**src/design/ftsl_pkg.sv**
```systemverilog
// ftsl_pkg: shared types and codes for the file table sector lookup block
// used by ftsl_cell and file_table_sector_lookup_unit; no dependencies
package ftsl_pkg;

    // command codes
    localparam logic [1:0] CMD_LOAD  = 2'd0;
    localparam logic [1:0] CMD_READ  = 2'd1;
    localparam logic [1:0] CMD_WRITE = 2'd2;

    // status codes
    localparam logic [1:0] ST_OK        = 2'd0;
    localparam logic [1:0] ST_NOT_FOUND = 2'd1;
    localparam logic [1:0] ST_DENIED    = 2'd2;
    localparam logic [1:0] ST_TOO_LARGE = 2'd3;

    // access right bits
    localparam int RIGHT_READ_BIT  = 0;
    localparam int RIGHT_WRITE_BIT = 1;

    typedef struct packed {
        logic [1:0]  command;
        logic [6:0]  entry_index;
        logic [63:0] name_high;
        logic [63:0] name_low;
        logic [27:0] first_lba;
        logic [15:0] byte_size;
        logic [1:0]  access_rights;
    } t_in_word;

    typedef struct packed {
        logic [1:0]  status;
        logic [6:0]  match_slot;
        logic [27:0] sector_address;
        logic        has_sector;
        logic [15:0] file_bytes;
        logic        is_last;
    } t_out_word;

    // broadcast write to the row of cells
    typedef struct packed {
        logic        load;
        logic        set_size;
        logic [63:0] name_high;
        logic [63:0] name_low;
        logic [27:0] start;
        logic [15:0] size;
        logic [1:0]  rights;
    } t_cell_cmd;

    // search token handed from cell to cell (slot travels beside it)
    typedef struct packed {
        logic        active;
        logic        found;
        logic [27:0] start;
        logic [15:0] size;
        logic [1:0]  rights;
    } t_carry;

endpackage

```
**src/design/ftsl_cell.sv**
```systemverilog
// ftsl_cell: one table entry plus one stage of the search chain
// depends on ftsl_pkg
module ftsl_cell #(
    parameter int SLOT_W     = 7,
    parameter int CELL_INDEX = 0
) (
    input  logic                i_clk,
    input  logic                i_rst_n,
    input  ftsl_pkg::t_cell_cmd i_cmd,
    input  logic [6:0]          i_load_index,
    input  logic [SLOT_W-1:0]   i_set_slot,
    input  logic [63:0]         i_key_high,
    input  logic [63:0]         i_key_low,
    input  ftsl_pkg::t_carry    i_carry,
    input  logic [SLOT_W-1:0]   i_carry_slot,
    output ftsl_pkg::t_carry    o_carry,
    output logic [SLOT_W-1:0]   o_carry_slot
);
    import ftsl_pkg::*;

    localparam logic [SLOT_W-1:0] MY_SLOT = SLOT_W'(CELL_INDEX);

    logic [63:0]       r_name_high;
    logic [63:0]       r_name_low;
    logic [27:0]       r_start;
    logic [15:0]       r_size;
    logic [1:0]        r_rights;
    t_carry            r_carry;
    logic [SLOT_W-1:0] r_carry_slot;

    logic w_load_hit;
    logic w_size_hit;
    logic w_match;

    assign w_load_hit = i_cmd.load && (32'(i_load_index) == 32'(CELL_INDEX));
    assign w_size_hit = i_cmd.set_size && (i_set_slot == MY_SLOT);
    assign w_match    = (r_name_high == i_key_high) && (r_name_low == i_key_low);

    // entry store, zero after reset
    always_ff @(posedge i_clk) begin
        if (!i_rst_n) begin
            r_name_high <= '0;
            r_name_low  <= '0;
            r_start     <= '0;
            r_size      <= '0;
            r_rights    <= '0;
        end else if (w_load_hit) begin
            r_name_high <= i_cmd.name_high;
            r_name_low  <= i_cmd.name_low;
            r_start     <= i_cmd.start;
            r_size      <= i_cmd.size;
            r_rights    <= i_cmd.rights;
        end else if (w_size_hit) begin
            r_size <= i_cmd.size;
        end
    end

    // first match wins: once found, the token passes untouched
    always_ff @(posedge i_clk) begin
        if (!i_rst_n) begin
            r_carry.active <= 1'b0;
        end else begin
            r_carry.active <= i_carry.active;
        end
        if (i_carry.active && !i_carry.found && w_match) begin
            r_carry.found  <= 1'b1;
            r_carry.start  <= r_start;
            r_carry.size   <= r_size;
            r_carry.rights <= r_rights;
            r_carry_slot   <= MY_SLOT;
        end else begin
            r_carry.found  <= i_carry.found;
            r_carry.start  <= i_carry.start;
            r_carry.size   <= i_carry.size;
            r_carry.rights <= i_carry.rights;
            r_carry_slot   <= i_carry_slot;
        end
    end

    assign o_carry      = r_carry;
    assign o_carry_slot = r_carry_slot;

endmodule

```
**config.mk**
```make
export PLATFORM = sky130hd
export DESIGN_NAME = ftsl_cell
export DESIGN_NICKNAME = d
export VERILOG_FILES = /design/src/design/ftsl_pkg.sv /design/src/design/ftsl_cell.sv
export SDC_FILE = /design/constraint.sdc
export NUM_CORES = 1
export LEC_CHECK = 0
export ABC_CLOCK_PERIOD_IN_PS = 2950
export BUFFER_PORTS_ARGS = -buffer_cell sky130_fd_sc_hd__buf_2
export CAP_MARGIN = 5
export CORE_AREA = 2 2 166 168
export DETAILED_ROUTE_END_ITERATION = 10
export DIE_AREA = 0 0 168 170
export PLACE_DENSITY = 0.65
export SETUP_SLACK_MARGIN = 0.2
export SKIP_LAST_GASP = 1
export SYNTH_ARGS = -nofsm -noshare
export SYNTH_HDL_FRONTEND = slang
export SYNTH_SLANG_ARGS = --single-unit
```
**constraint.sdc**
```tcl
create_clock -name i_clk -period 2.95 [get_ports i_clk]
set_clock_uncertainty 0.1 [all_clocks]
set_input_delay 0 -clock i_clk [delete_from_list [all_inputs] [get_ports i_clk]]
set_output_delay 0 -clock i_clk [all_outputs]
set_load 0.02 [all_outputs]
```
==> metrics, run 1 <==
cell with the most instances after synthesis=nand2_1; Routed Antenna Nets=0; Syn Nets=roughly 1500; CP arrival=3.02 ns; Area contributors post-synth=dfxtp_1 (46%), nand2_1 (12%), a21boi_0 (12%), mux2_4 (6.3%), xnor2_1 (6.2%); hold_sp=i_carry_slot[1]; critical path's top delay family=simple AND/OR/NAND/NOR gates; first-pass GRT wire length=approximately 62000 µm; clk_lat worst skew=0.53 ns; drt first-iter violations=589; Gate Count Post-Synth=1097; Fill cells=around 2200; Post-CTS Setup Bufs=0; row count=60; Layout area overhead=63.27%; pin slew with the least headroom to its limit=0.7732 ns; sink of the worst hold path=o_carry_slot[1]; Worst Path Required=3.26 ns; Initial Utilization=37.35%; I/O Buffers=~430; fin crit share=91.55%; IO Pins=430; post-route insts no fill=roughly 2200; Netlist cell types=31; cell taking the most area after synthesis=dfxtp_1; Final Setup Violations=0; Setup crit end kind=flop; Crit Path Class=reg -> reg; Via density=slightly below 5; crit-path cells=nor2b_1 -> a2111o_1 -> nor4_2 -> nand4_1 -> or4_4 -> buf_12 -> mux2_4; met2 Use GR=slightly above 50%; Pwr Total=between 7 and 8 mW; Max transition margin=47.73%; gr usage total=28.86%; cts bufs inserted=27; Max Fclk=0.3703 GHz; TNS Setup=0 ns; CTS Buffer Depth=3; slowest CP cell=or4_4; Final Hold Violating Endpoints=0; Syn. warnings=0; status=completed; GR Overflow Total=0; WL per Instance=approximately 20 µm; vias in the first global route=10800; largest net degree at the start of global routing=about 140; maximum level of the CTS H-tree=1; R2R depth=7; clock root cell=clkbuf_16; Hold Crit Class=in -> reg; share of layout cells above drive strength 1=30.05%; cell count of the worst hold path=3; number of synthesized flops with an enable pin=0; P_leak=6.854 nW; top-area cell type share of the netlist area=46.05%; Die Wd=168 µm; DRC viols=0; Clock Sinks=~230; Util after Layout=60.99%; worst reg2reg endpoint=o_carry[26]; CP startpoint kind=flop; CTS tree=built; Most Crowded Layer GR=met2; delay of the slowest critical-path stage=0.56 ns; GR Util met3=9.116%; r2r setup slk=between 0.2 and 0.25 ns; post-synthesis sequential area ratio=46.05%; mapped cell area=9955 µm²; Final HPWL DP=29390 µm; Die Y=170 µm; Die ar.=between 20000 and 30000 µm²; total wire length=42660 µm; asr flop ratio synth=0%; Final Net Count=roughly 2200; reg2reg start=r_name_low[55]; Placer Congestion=between 0.8 and 0.9; top_reg_cell synth=dfxtp_1; max-cap violations=0; #FFs+latches synth=between 200 and 250; initial antenna violation count=30; unrepaired setup endpoints after global routing=no; core area=26650 µm²; VDD IR-drop max=a little over 0.0004 V; Pins Over Slew Limit=0; Pre-antenna DRT Iters=5; CP bufs+invs=1; PwrDens=~470 nW/µm²; Vias=10480; crit path max fanout=31; Synth top cells by count=nand2_1 (321), dfxtp_1 (229), a21boi_0 (158), xnor2_1 (70), clkbuf_1 (55); Final Critical Period=2.701 ns; Post-Place Cells=1820; syn_area_per_cell=9.074 µm²; met1 usage=31.45%; clock transition at the registers of the reported paths=0.06 ns
-- worst max path at each step --
| stage | slack (ns) | cells past startpoint | to | startpoint |
|---|---|---|---|---|
| after floorplan | 0.47 | 8 | o_carry[10] | r_name_low[57] |
| after global placement | 0.12 | 7 | o_carry[38] | r_name_low[10] |
| after detailed placement | 0.06 | 7 | o_carry[32] | r_name_low[10] |
| after CTS | 0.26 | 7 | o_carry[17] | r_name_low[55] |
| after global routing | 0.21 | 7 | o_carry[26] | r_name_low[55] |
| final | 0.25 | 7 | o_carry[26] | r_name_low[55] |
-- placed cells by master, fill, tap and decap left out, types with 5 or more instances in the layout --
| master | count |
|---|---|
| a21boi_0 | 158 |
| xnor2_1 | 67 |
| buf_2 | 428 |
| diode_2 | 23 |
| o22ai_1 | 12 |
| nor2b_1 | 36 |
| clkinv_2 | 5 |
| a2111o_1 | 6 |
| nand2_1 | 320 |
| a22o_1 | 5 |
| mux2_4 | 42 |
| nand2b_1 | 24 |
| buf_12 | 6 |
| dfxtp_1 | 229 |
| mux2i_1 | 16 |
| inv_1 | 42 |
| dlygate4sd3_1 | 280 |
| clkbuf_8 | 5 |
| nand4_1 | 19 |
| buf_4 | 8 |
| nor4_1 | 12 |
| and2_1 | 8 |
| o2111ai_1 | 8 |
| clkbuf_16 | 27 |
-- cell type report --
type / instances / area [µm²] / share of cell area (%)
sequential: 229 / 4584 / 28.21
clock inverter: 14 / 186.4 / 1.147
inverter: 42 / 157.7 / 0.9700
timing repair buffer: 723 / 5136 / 31.60
multi-input combinational: 765 / 4952 / 30.47
antenna: 23 / 57.56 / 0.3541
tap: 341 / 426.7 / 2.625
clock buffer: 34 / 752.0 / 4.627
-- routing by layer --
layer,share of wire (%),up-vias
met3,8.1,119
met5,0.23,-
li1,-,5049
met4,5.0,16
met2,49,436
met1,38,4862
-- per-stage QoR --
| stage | hold WS (ns) | setup WS [ns] | instance area, µm² |
|---|---|---|---|
| after floorplan | 0.001471 | 0.4660 | 9955 |
| after global placement | 0.1009 | 0.1202 | 12420 |
| after detailed placement | 0.1085 | 0.06297 | 12420 |
| after CTS | 0.04962 | 0.2560 | 16200 |
| after global routing | 0.1139 | 0.2075 | 16230 |
| final | 0.1153 | 0.2494 | 16250 |
-- timing repair --
item | in CTS | in global routing
hold endpoints to repair | 229 | 0
setup endpoints to repair | 53 | 0
hold buffers | 280 | 0
resized for setup | 6 | 0
-- cell families after synthesis --
| group | after synthesis | synth area share [%] |
|---|---|---|
| flip-flops | 229 | 46.05 |
| AND/OR/NAND/NOR | 431 | 19.05 |
| buffers and inverters | 103 | 4.688 |
| multiplexers | 62 | 8.396 |
| XOR/XNOR | 72 | 6.335 |
| AO/OA/AOI/OAI | 200 | 15.47 |
-- worst register-to-register path, stage by stage, from the launching register on --
cell and delay, ns:
dfxtp_1 0.32, nor2b_1 0.13, a2111o_1 0.40, nor4_2 0.34, nand4_1 0.18, or4_4 0.56
buf_12 0.22, mux2_4 0.35
-- state kept, by name (all words and copies together), names as in the netlist --
signal	count
o_carry	48
o_carry_slot	7
r_name_high	64
r_name_low	64
r_rights	2
r_size	16
r_start	28
-- report_power, final --
| part | switching (mW) | total [mW] | internal (mW) |
|---|---|---|---|
| Sequential | 0.0161 | 3.15 | 3.14 |
| Clock | 1.36 | 3.51 | 2.15 |
| Combinational | 0.361 | 0.905 | 0.544 |
Power figures use the tool's default switching activity.
==> inputs of run 2 (changes only) <==
--- a/config.mk
+++ b/config.mk
@@ -8,11 +8,12 @@
 export ABC_CLOCK_PERIOD_IN_PS = 2950
 export BUFFER_PORTS_ARGS = -buffer_cell sky130_fd_sc_hd__buf_2
 export CAP_MARGIN = 5
-export CORE_AREA = 2 2 166 168
+export CORE_AREA = 2 2 169 171
+export CTS_BUF_LIST = sky130_fd_sc_hd__clkbuf_4
 export DETAILED_ROUTE_END_ITERATION = 10
-export DIE_AREA = 0 0 168 170
-export PLACE_DENSITY = 0.65
+export DIE_AREA = 0 0 171 173
 export SETUP_SLACK_MARGIN = 0.2
+export SKIP_CTS_REPAIR_TIMING = 1
 export SKIP_LAST_GASP = 1
 export SYNTH_ARGS = -nofsm -noshare
 export SYNTH_HDL_FRONTEND = slang
==> metrics, run 2 (synthesis gave the netlist of run 1 again) <==
cts bufs inserted=67; Final Net Count=about 2300; WL per Instance=19.54 µm; IO Pins=430; DRC viols=0; VDD IR-drop max=0.0002577 V; fin crit share=91.66%; drt first-iter violations=624; gr usage total=25.10%; Clock Sinks=229; P_leak=around 7 nW; row count=61; DP Worst Slack=just over 0.2 ns; core area=roughly 28000 µm²; Placer Congestion=between 0.8 and 0.9; Die ar.=29580 µm²; Setup crit end kind=flop; commonest non-fill, non-tap cell in the layout=buf_2; clk_lat worst skew=~0.67 ns; Die Wd=171 µm; first-pass GRT wire length=55500 µm; Final Setup Violations=0; Pins Over Slew Limit=0; Vias=11000; Layout area overhead=67.82%; Hold Crit Class=in -> reg; CP arrival=3.16 ns; share of layout cells above drive strength 1=31.38%; most frequent cells in the layout=buf_2 (428), dlygate4sd3_1 (331), nand2_1 (320), dfxtp_1 (229), a21boi_0 (158); failing checks=hold timing; Final Critical Period=2.704 ns; Final HPWL DP=approximately 30000 µm; clock root cell=clkbuf_4; Max Fclk=0.3698 GHz; Final Hold Violating Endpoints=1; I/O Buffers=between 400 and 500; Pre-antenna DRT Iters=5; Fill cells=2383; max-cap violations=0; largest net degree at the start of global routing=125; Setup WS post-layout=~0.25 ns; Crit Path Class=reg -> reg; CTS Buffer Depth=3; GR Overflow Total=0; initial antenna violation count=20; Worst Path Required=3.41 ns; crit path max fanout=39; Max transition margin=between 50% and 60%; post-route insts no fill=2316; Hold Slack=-0.01115 ns; vias in the first global route=9464; Routed Antenna Nets=0; Sequential cell area=4584 µm²; Post-Place Cells=1860; clock transition at the registers of the reported paths=0.07 ns; Initial Utilization=36.03%; status=complete, but fails checks; area of the multi-input gates=around 5000 µm²; Via density=4.748; total wire length=about 45000 µm; Die Y=around 170 µm; maximum level of the CTS H-tree=3; CTS tree=built; unrepaired setup endpoints after global routing=no; pin slew with the least headroom to its limit=0.6865 ns; CP startpoint kind=flop; PwrDens=425.8 nW/µm²; TNS Setup=0 ns
run 2: changes by cell type in the layout (fill, tap and decap cells not counted), moves of 3 or more:
cell | previous run | this run
clkbuf_4 | 0 | 96
dlygate4sd3_1 | 280 | 331
clkbuf_16 | 27 | 0
diode_2 | 23 | 13
clkinv_1 | 0 | 9
clkbuf_8 | 5 | 0
clkinv_2 | 5 | 1
buf_4 | 8 | 11
bufinv_16 | 4 | 1
run 2: routing by layer:
metal  track usage, %  share of wire, %  vias up
met3            9.705               8.1      137
met2            43.92                49      491
met1            27.28                38     5096
met4            9.216               4.3       18
li1                 -                 -     5254
met5                0              0.27        -
run 2: final timing paths:
check                                     start        endpoint  slack (ns)  depth (start not counted)
worst max-delay path            r_name_high[52]     o_carry[17]        0.25                          7
worst min-delay path            i_load_index[5]  r_name_low[26]       -0.01                          5
worst max register to register  r_name_high[52]     o_carry[17]        0.25                          7
worst min register to register   r_name_low[26]  r_name_low[26]        0.36                          2
run 2: final cells by class:
type | count | share of cell area, %
well taps | 378 | 2.831
repair buffers | 777 | 33.99
clock buffers | 96 | 4.314
inverters | 42 | 0.9437
clock inverters | 16 | 0.6067
flip-flops and latches | 229 | 27.44
multi-input cells | 765 | 29.68
diodes | 13 | 0.1947
run 2: critical path, stage by stage, from the launching register on:
cell,delay (ns)
dfxtp_1,0.32
xnor2_1,0.16
nand4_1,0.16
nor4_1,0.48
nand4_1,0.20
or4_4,0.57
buf_12,0.23
mux2_4,0.37
run 2: metrics by stage:
stage | hold WS, ns | util [%] | cell area, µm² | total power, mW
CTS | -0.6067 | 48.21 | 13320 | 6.838
global placement | 0.1007 | 45.23 | 12500 | 3.851
finish | -0.01115 | 60.47 | 16710 | 7.113
detailed placement | 0.1055 | 45.23 | 12500 | 3.855
global route | 0.001535 | 60.40 | 16690 | 7.420
floorplan | 0.001471 | - | 9955 | 3.470
run 2: where the power goes:
group	internal [mW]	switching (mW)
Clock	1.58	1.43
Sequential	3.14	0.0210
Combinational	0.569	0.377
==> inputs of run 3 (changes only) <==
--- a/config.mk
+++ b/config.mk
@@ -5,7 +5,7 @@
 export SDC_FILE = /design/constraint.sdc
 export NUM_CORES = 1
 export LEC_CHECK = 0
-export ABC_CLOCK_PERIOD_IN_PS = 2950
+export ABC_CLOCK_PERIOD_IN_PS = 2670
 export BUFFER_PORTS_ARGS = -buffer_cell sky130_fd_sc_hd__buf_2
 export CAP_MARGIN = 5
 export CORE_AREA = 2 2 169 171
==> constraint.sdc (replaced) <==
create_clock -name i_clk -period 2.67 [get_ports i_clk]
set_clock_uncertainty 0.1 [all_clocks]
set_input_delay 0 -clock i_clk [delete_from_list [all_inputs] [get_ports i_clk]]
set_output_delay 0 -clock i_clk [all_outputs]
set_load 0.02 [all_outputs]
==> metrics, run 3 <==
top_reg_cell synth=dfxtp_1; tool error=[ERROR RSZ-0060] Max buffer count reached.; cell with the most instances after synthesis=nand2_1; I/O Buffers=roughly 430; syn_area_per_cell=9.074 µm²; maximum level of the CTS H-tree=2; Halt Stage=global routing; mapped cell area=9955 µm²; post-synthesis sequential area ratio=46.05%; Gate Count Post-Synth=1097; status=did not finish; CTS Buffer Depth=3; number of synthesized flops with an enable pin=0; clock root cell=clkbuf_4; Syn Nets=1472; Syn. warnings=0; top-area cell type share of the netlist area=46.05%; largest net degree at the start of global routing=100; Netlist cell types=31; asr flop ratio synth=0%; cts bufs inserted=approximately 60; #FFs+latches synth=229; Worst EP kind=register data pin; Initial Utilization=36.03%; Clock Sinks=229; row count=61; Area contributors post-synth=dfxtp_1 (46%), nand2_1 (12%), a21boi_0 (12%), mux2_4 (6.3%), xnor2_1 (6.2%); Placer Congestion=0.8882; Die Wd=171 µm; Die Y=173 µm; post-GRT worst EP=o_carry[25]$_DFF_P_/D; Final HPWL DP=about 29000 µm; cell taking the most area after synthesis=dfxtp_1; IO Pins=430; Synth top cells by count=nand2_1 (321), dfxtp_1 (229), a21boi_0 (158), xnor2_1 (70), clkbuf_1 (55)
## run 3: logic make-up after synthesis
kind of cell | after synthesis | synth area share (%)
and+or+nand+nor | 431 | 19.05
DFF | 229 | 46.05
AOI/OAI and AO/OA | 200 | 15.47
buffers and inverters | 103 | 4.688
xor gates and xnor gates | 72 | 6.335
muxes | 62 | 8.396
## run 3: through the flow
stage / instances / area [µm²] / hold WS (ns) / setup WS (ns) / utilization [%]
2_1_floorplan: 1097 / 9955 / 0.001471 / 0.2309 / -
3_3_place_gp: 1862 / 12510 / 0.1017 / -0.1100 / 45.29
3_5_place_dp: 1862 / 12510 / 0.1033 / -0.1182 / 45.29
4_1_cts: 1959 / 13240 / -0.6524 / -0.1251 / 47.94
==> inputs of run 4 (changes only) <==
--- a/config.mk
+++ b/config.mk
@@ -8,11 +8,10 @@
 export ABC_CLOCK_PERIOD_IN_PS = 2670
 export BUFFER_PORTS_ARGS = -buffer_cell sky130_fd_sc_hd__buf_2
 export CAP_MARGIN = 5
-export CORE_AREA = 2 2 169 171
-export CTS_BUF_LIST = sky130_fd_sc_hd__clkbuf_4
+export CORE_AREA = 2 2 168 170
 export DETAILED_ROUTE_END_ITERATION = 10
-export DIE_AREA = 0 0 171 173
-export SETUP_SLACK_MARGIN = 0.2
+export DIE_AREA = 0 0 170 172
+export PLACE_DENSITY_LB_ADDON = 0.15
 export SKIP_CTS_REPAIR_TIMING = 1
 export SKIP_LAST_GASP = 1
 export SYNTH_ARGS = -nofsm -noshare
==> metrics, run 4 (synthesis gave the netlist of run 1 again) <==
Pins Over Slew Limit=0; CTS tree=built; Util after Layout=59.44%; Most Crowded Layer GR=met2; CP arrival=3.02 ns; Net Sw Power=~1.9 mW; CP startpoint kind=flop; met2 Use GR=42.17%; Hold Slack=-0.04294 ns; cts bufs inserted=27; Setup crit end kind=flop; largest net degree at the start of global routing=148; gr usage total=23.98%; PwrDens=513.9 nW/µm²; Routed Antenna Nets=0; GR Overflow Total=0; Layout area overhead=64.06%; Clock Sinks=around 230; first-pass GRT wire length=52060 µm; clock transition at the registers of the reported paths=approximately 0.060 ns; sink of the worst hold path=r_start[3]; delay of the slowest critical-path stage=slightly above 0.7 ns; Final HPWL DP=28190 µm; unrepaired setup endpoints after global routing=yes; maximum level of the CTS H-tree=1; R2R depth=7; DRC viols=0; most frequent cells in the layout=buf_2 (428), nand2_1 (320), dlygate4sd3_1 (269), dfxtp_1 (227), a21boi_0 (158); worst reg2reg endpoint=o_carry[25]; Pre-antenna DRT Iters=5; hold_sp=i_load_index[5]; Max Fclk=roughly 0.37 GHz; Final Hold Violating Endpoints=9; WL per Instance=18.95 µm; max-cap violations=0; Final Setup Violations=22; slowest CP cell=or4_4; switching part of the total=between 20% and 30%; Placer Congestion=between 0.8 and 0.9; cell count of the worst hold path=5; row count=61; CP bufs+invs=1; VDD IR-drop max=approximately 0.00041 V; core area=approximately 27000 µm²; GR Util met3=9.247%; Vias=10260; Die ar.=29240 µm²; critical path's top delay family=simple AND/OR/NAND/NOR gates; vias in the first global route=8810; r2r setup slk=-0.03 ns; Via density=4.739; clock root cell=clkbuf_16; Clk pwr share=46.6%; Gate power share=11.9%; I/O Buffers=approximately 430; initial antenna violation count=22; Final Critical Period=2.704 ns; Max transition margin=41.23%; status=complete, but fails checks; commonest non-fill, non-tap cell in the layout=buf_2; share of layout cells above drive strength 1=31.16%; CTS Buffer Depth=3; crit path max fanout=7; failing checks=hold timing, setup timing; fin crit share=101.3%; pin slew with the least headroom to its limit=0.8816 ns; total wire length=around 41000 µm; TNS Setup=-0.3597 ns; Worst Path Required=2.98 ns; Setup WS post-layout=-0.03363 ns; clk_lat worst skew=0.55 ns; Final Net Count=roughly 2200; Hold Crit Class=in -> reg; Int Pwr=6.483 mW; reg2reg start=r_name_low[23]; Crit Path Class=reg -> reg; met1 usage=26.38%; drt first-iter violations=551; crit-path cells=xor2_1 -> a221o_1 -> nor4_2 -> nand4_1 -> or4_4 -> clkbuf_16 -> mux2_4; IO Pins=430; P_leak=6.825 nW; Die Y=172 µm; Die Wd=170 µm; Sequential Power Share=41.5%; Initial Utilization=36.23%
## run 4: through the flow
step	cells	total power, mW	cell area, µm²	setup slack [ns]	hold slack (ns)
after floorplan	1097	3.834	9955	0.1860	0.001471
after global placement	1829	4.259	12440	-0.1417	0.1005
after detailed placement	1829	4.261	12440	-0.1612	0.1021
after CTS	1878	8.181	13380	-0.1820	-0.4717
after global routing	2161	8.665	16320	-0.08216	0.01500
final	2165	8.394	16330	-0.03363	-0.04294
## run 4: power by group through the flow
stage / clock (mW) / combinational (mW) / sequential (mW)
after global placement: 0 / 0.699 / 3.56
after floorplan: 0 / 0.220 / 3.61
after detailed placement: 0 / 0.700 / 3.56
after CTS: 3.99 / 0.704 / 3.48
after global routing: 4.11 / 1.07 / 3.49
final: 3.91 / 0.999 / 3.49
## run 4: layout make-up
class / count / area (µm²)
Multi-Input combinational cell: 765 / 5024
Timing Repair Buffer: 722 / 5156
Clock buffer: 37 / 773.2
Sequential cell: 229 / 4587
Clock inverter: 12 / 171.4
Tap cell: 346 / 432.9
Inverter: 42 / 157.7
Antenna cell: 12 / 30.03
Fill cell: 2431 / 11140
## run 4: how the worst max path moves through the flow
| stage | startpoint | to | slack, ns | depth (start not counted) |
|---|---|---|---|---|
| final | r_name_low[23] | o_carry[25] | -0.03 | 7 |
| after CTS | r_name_high[50] | o_carry[9] | -0.18 | 8 |
| after detailed placement | r_name_high[50] | o_carry[9] | -0.16 | 8 |
| after global routing | r_name_low[23] | o_carry[17] | -0.08 | 7 |
| after floorplan | r_name_low[57] | o_carry[10] | 0.19 | 8 |
| after global placement | r_name_high[50] | o_carry[3] | -0.14 | 8 |
## run 4: worst min-delay path, cell delays in order
cell	delay, ns
buf_2	0.08
nor4b_1	0.07
nand2_4	0.18
nand2_1	0.07
a21boi_0	0.14
## run 4: routing by layer
| layer | part of all wire (%) | up-vias |
|---|---|---|
| met1 | 38 | 4718 |
| met4 | 2.8 | 20 |
| met3 | 8.2 | 93 |
| met2 | 50 | 402 |
| met5 | 0.33 | - |
| li1 | - | 5026 |
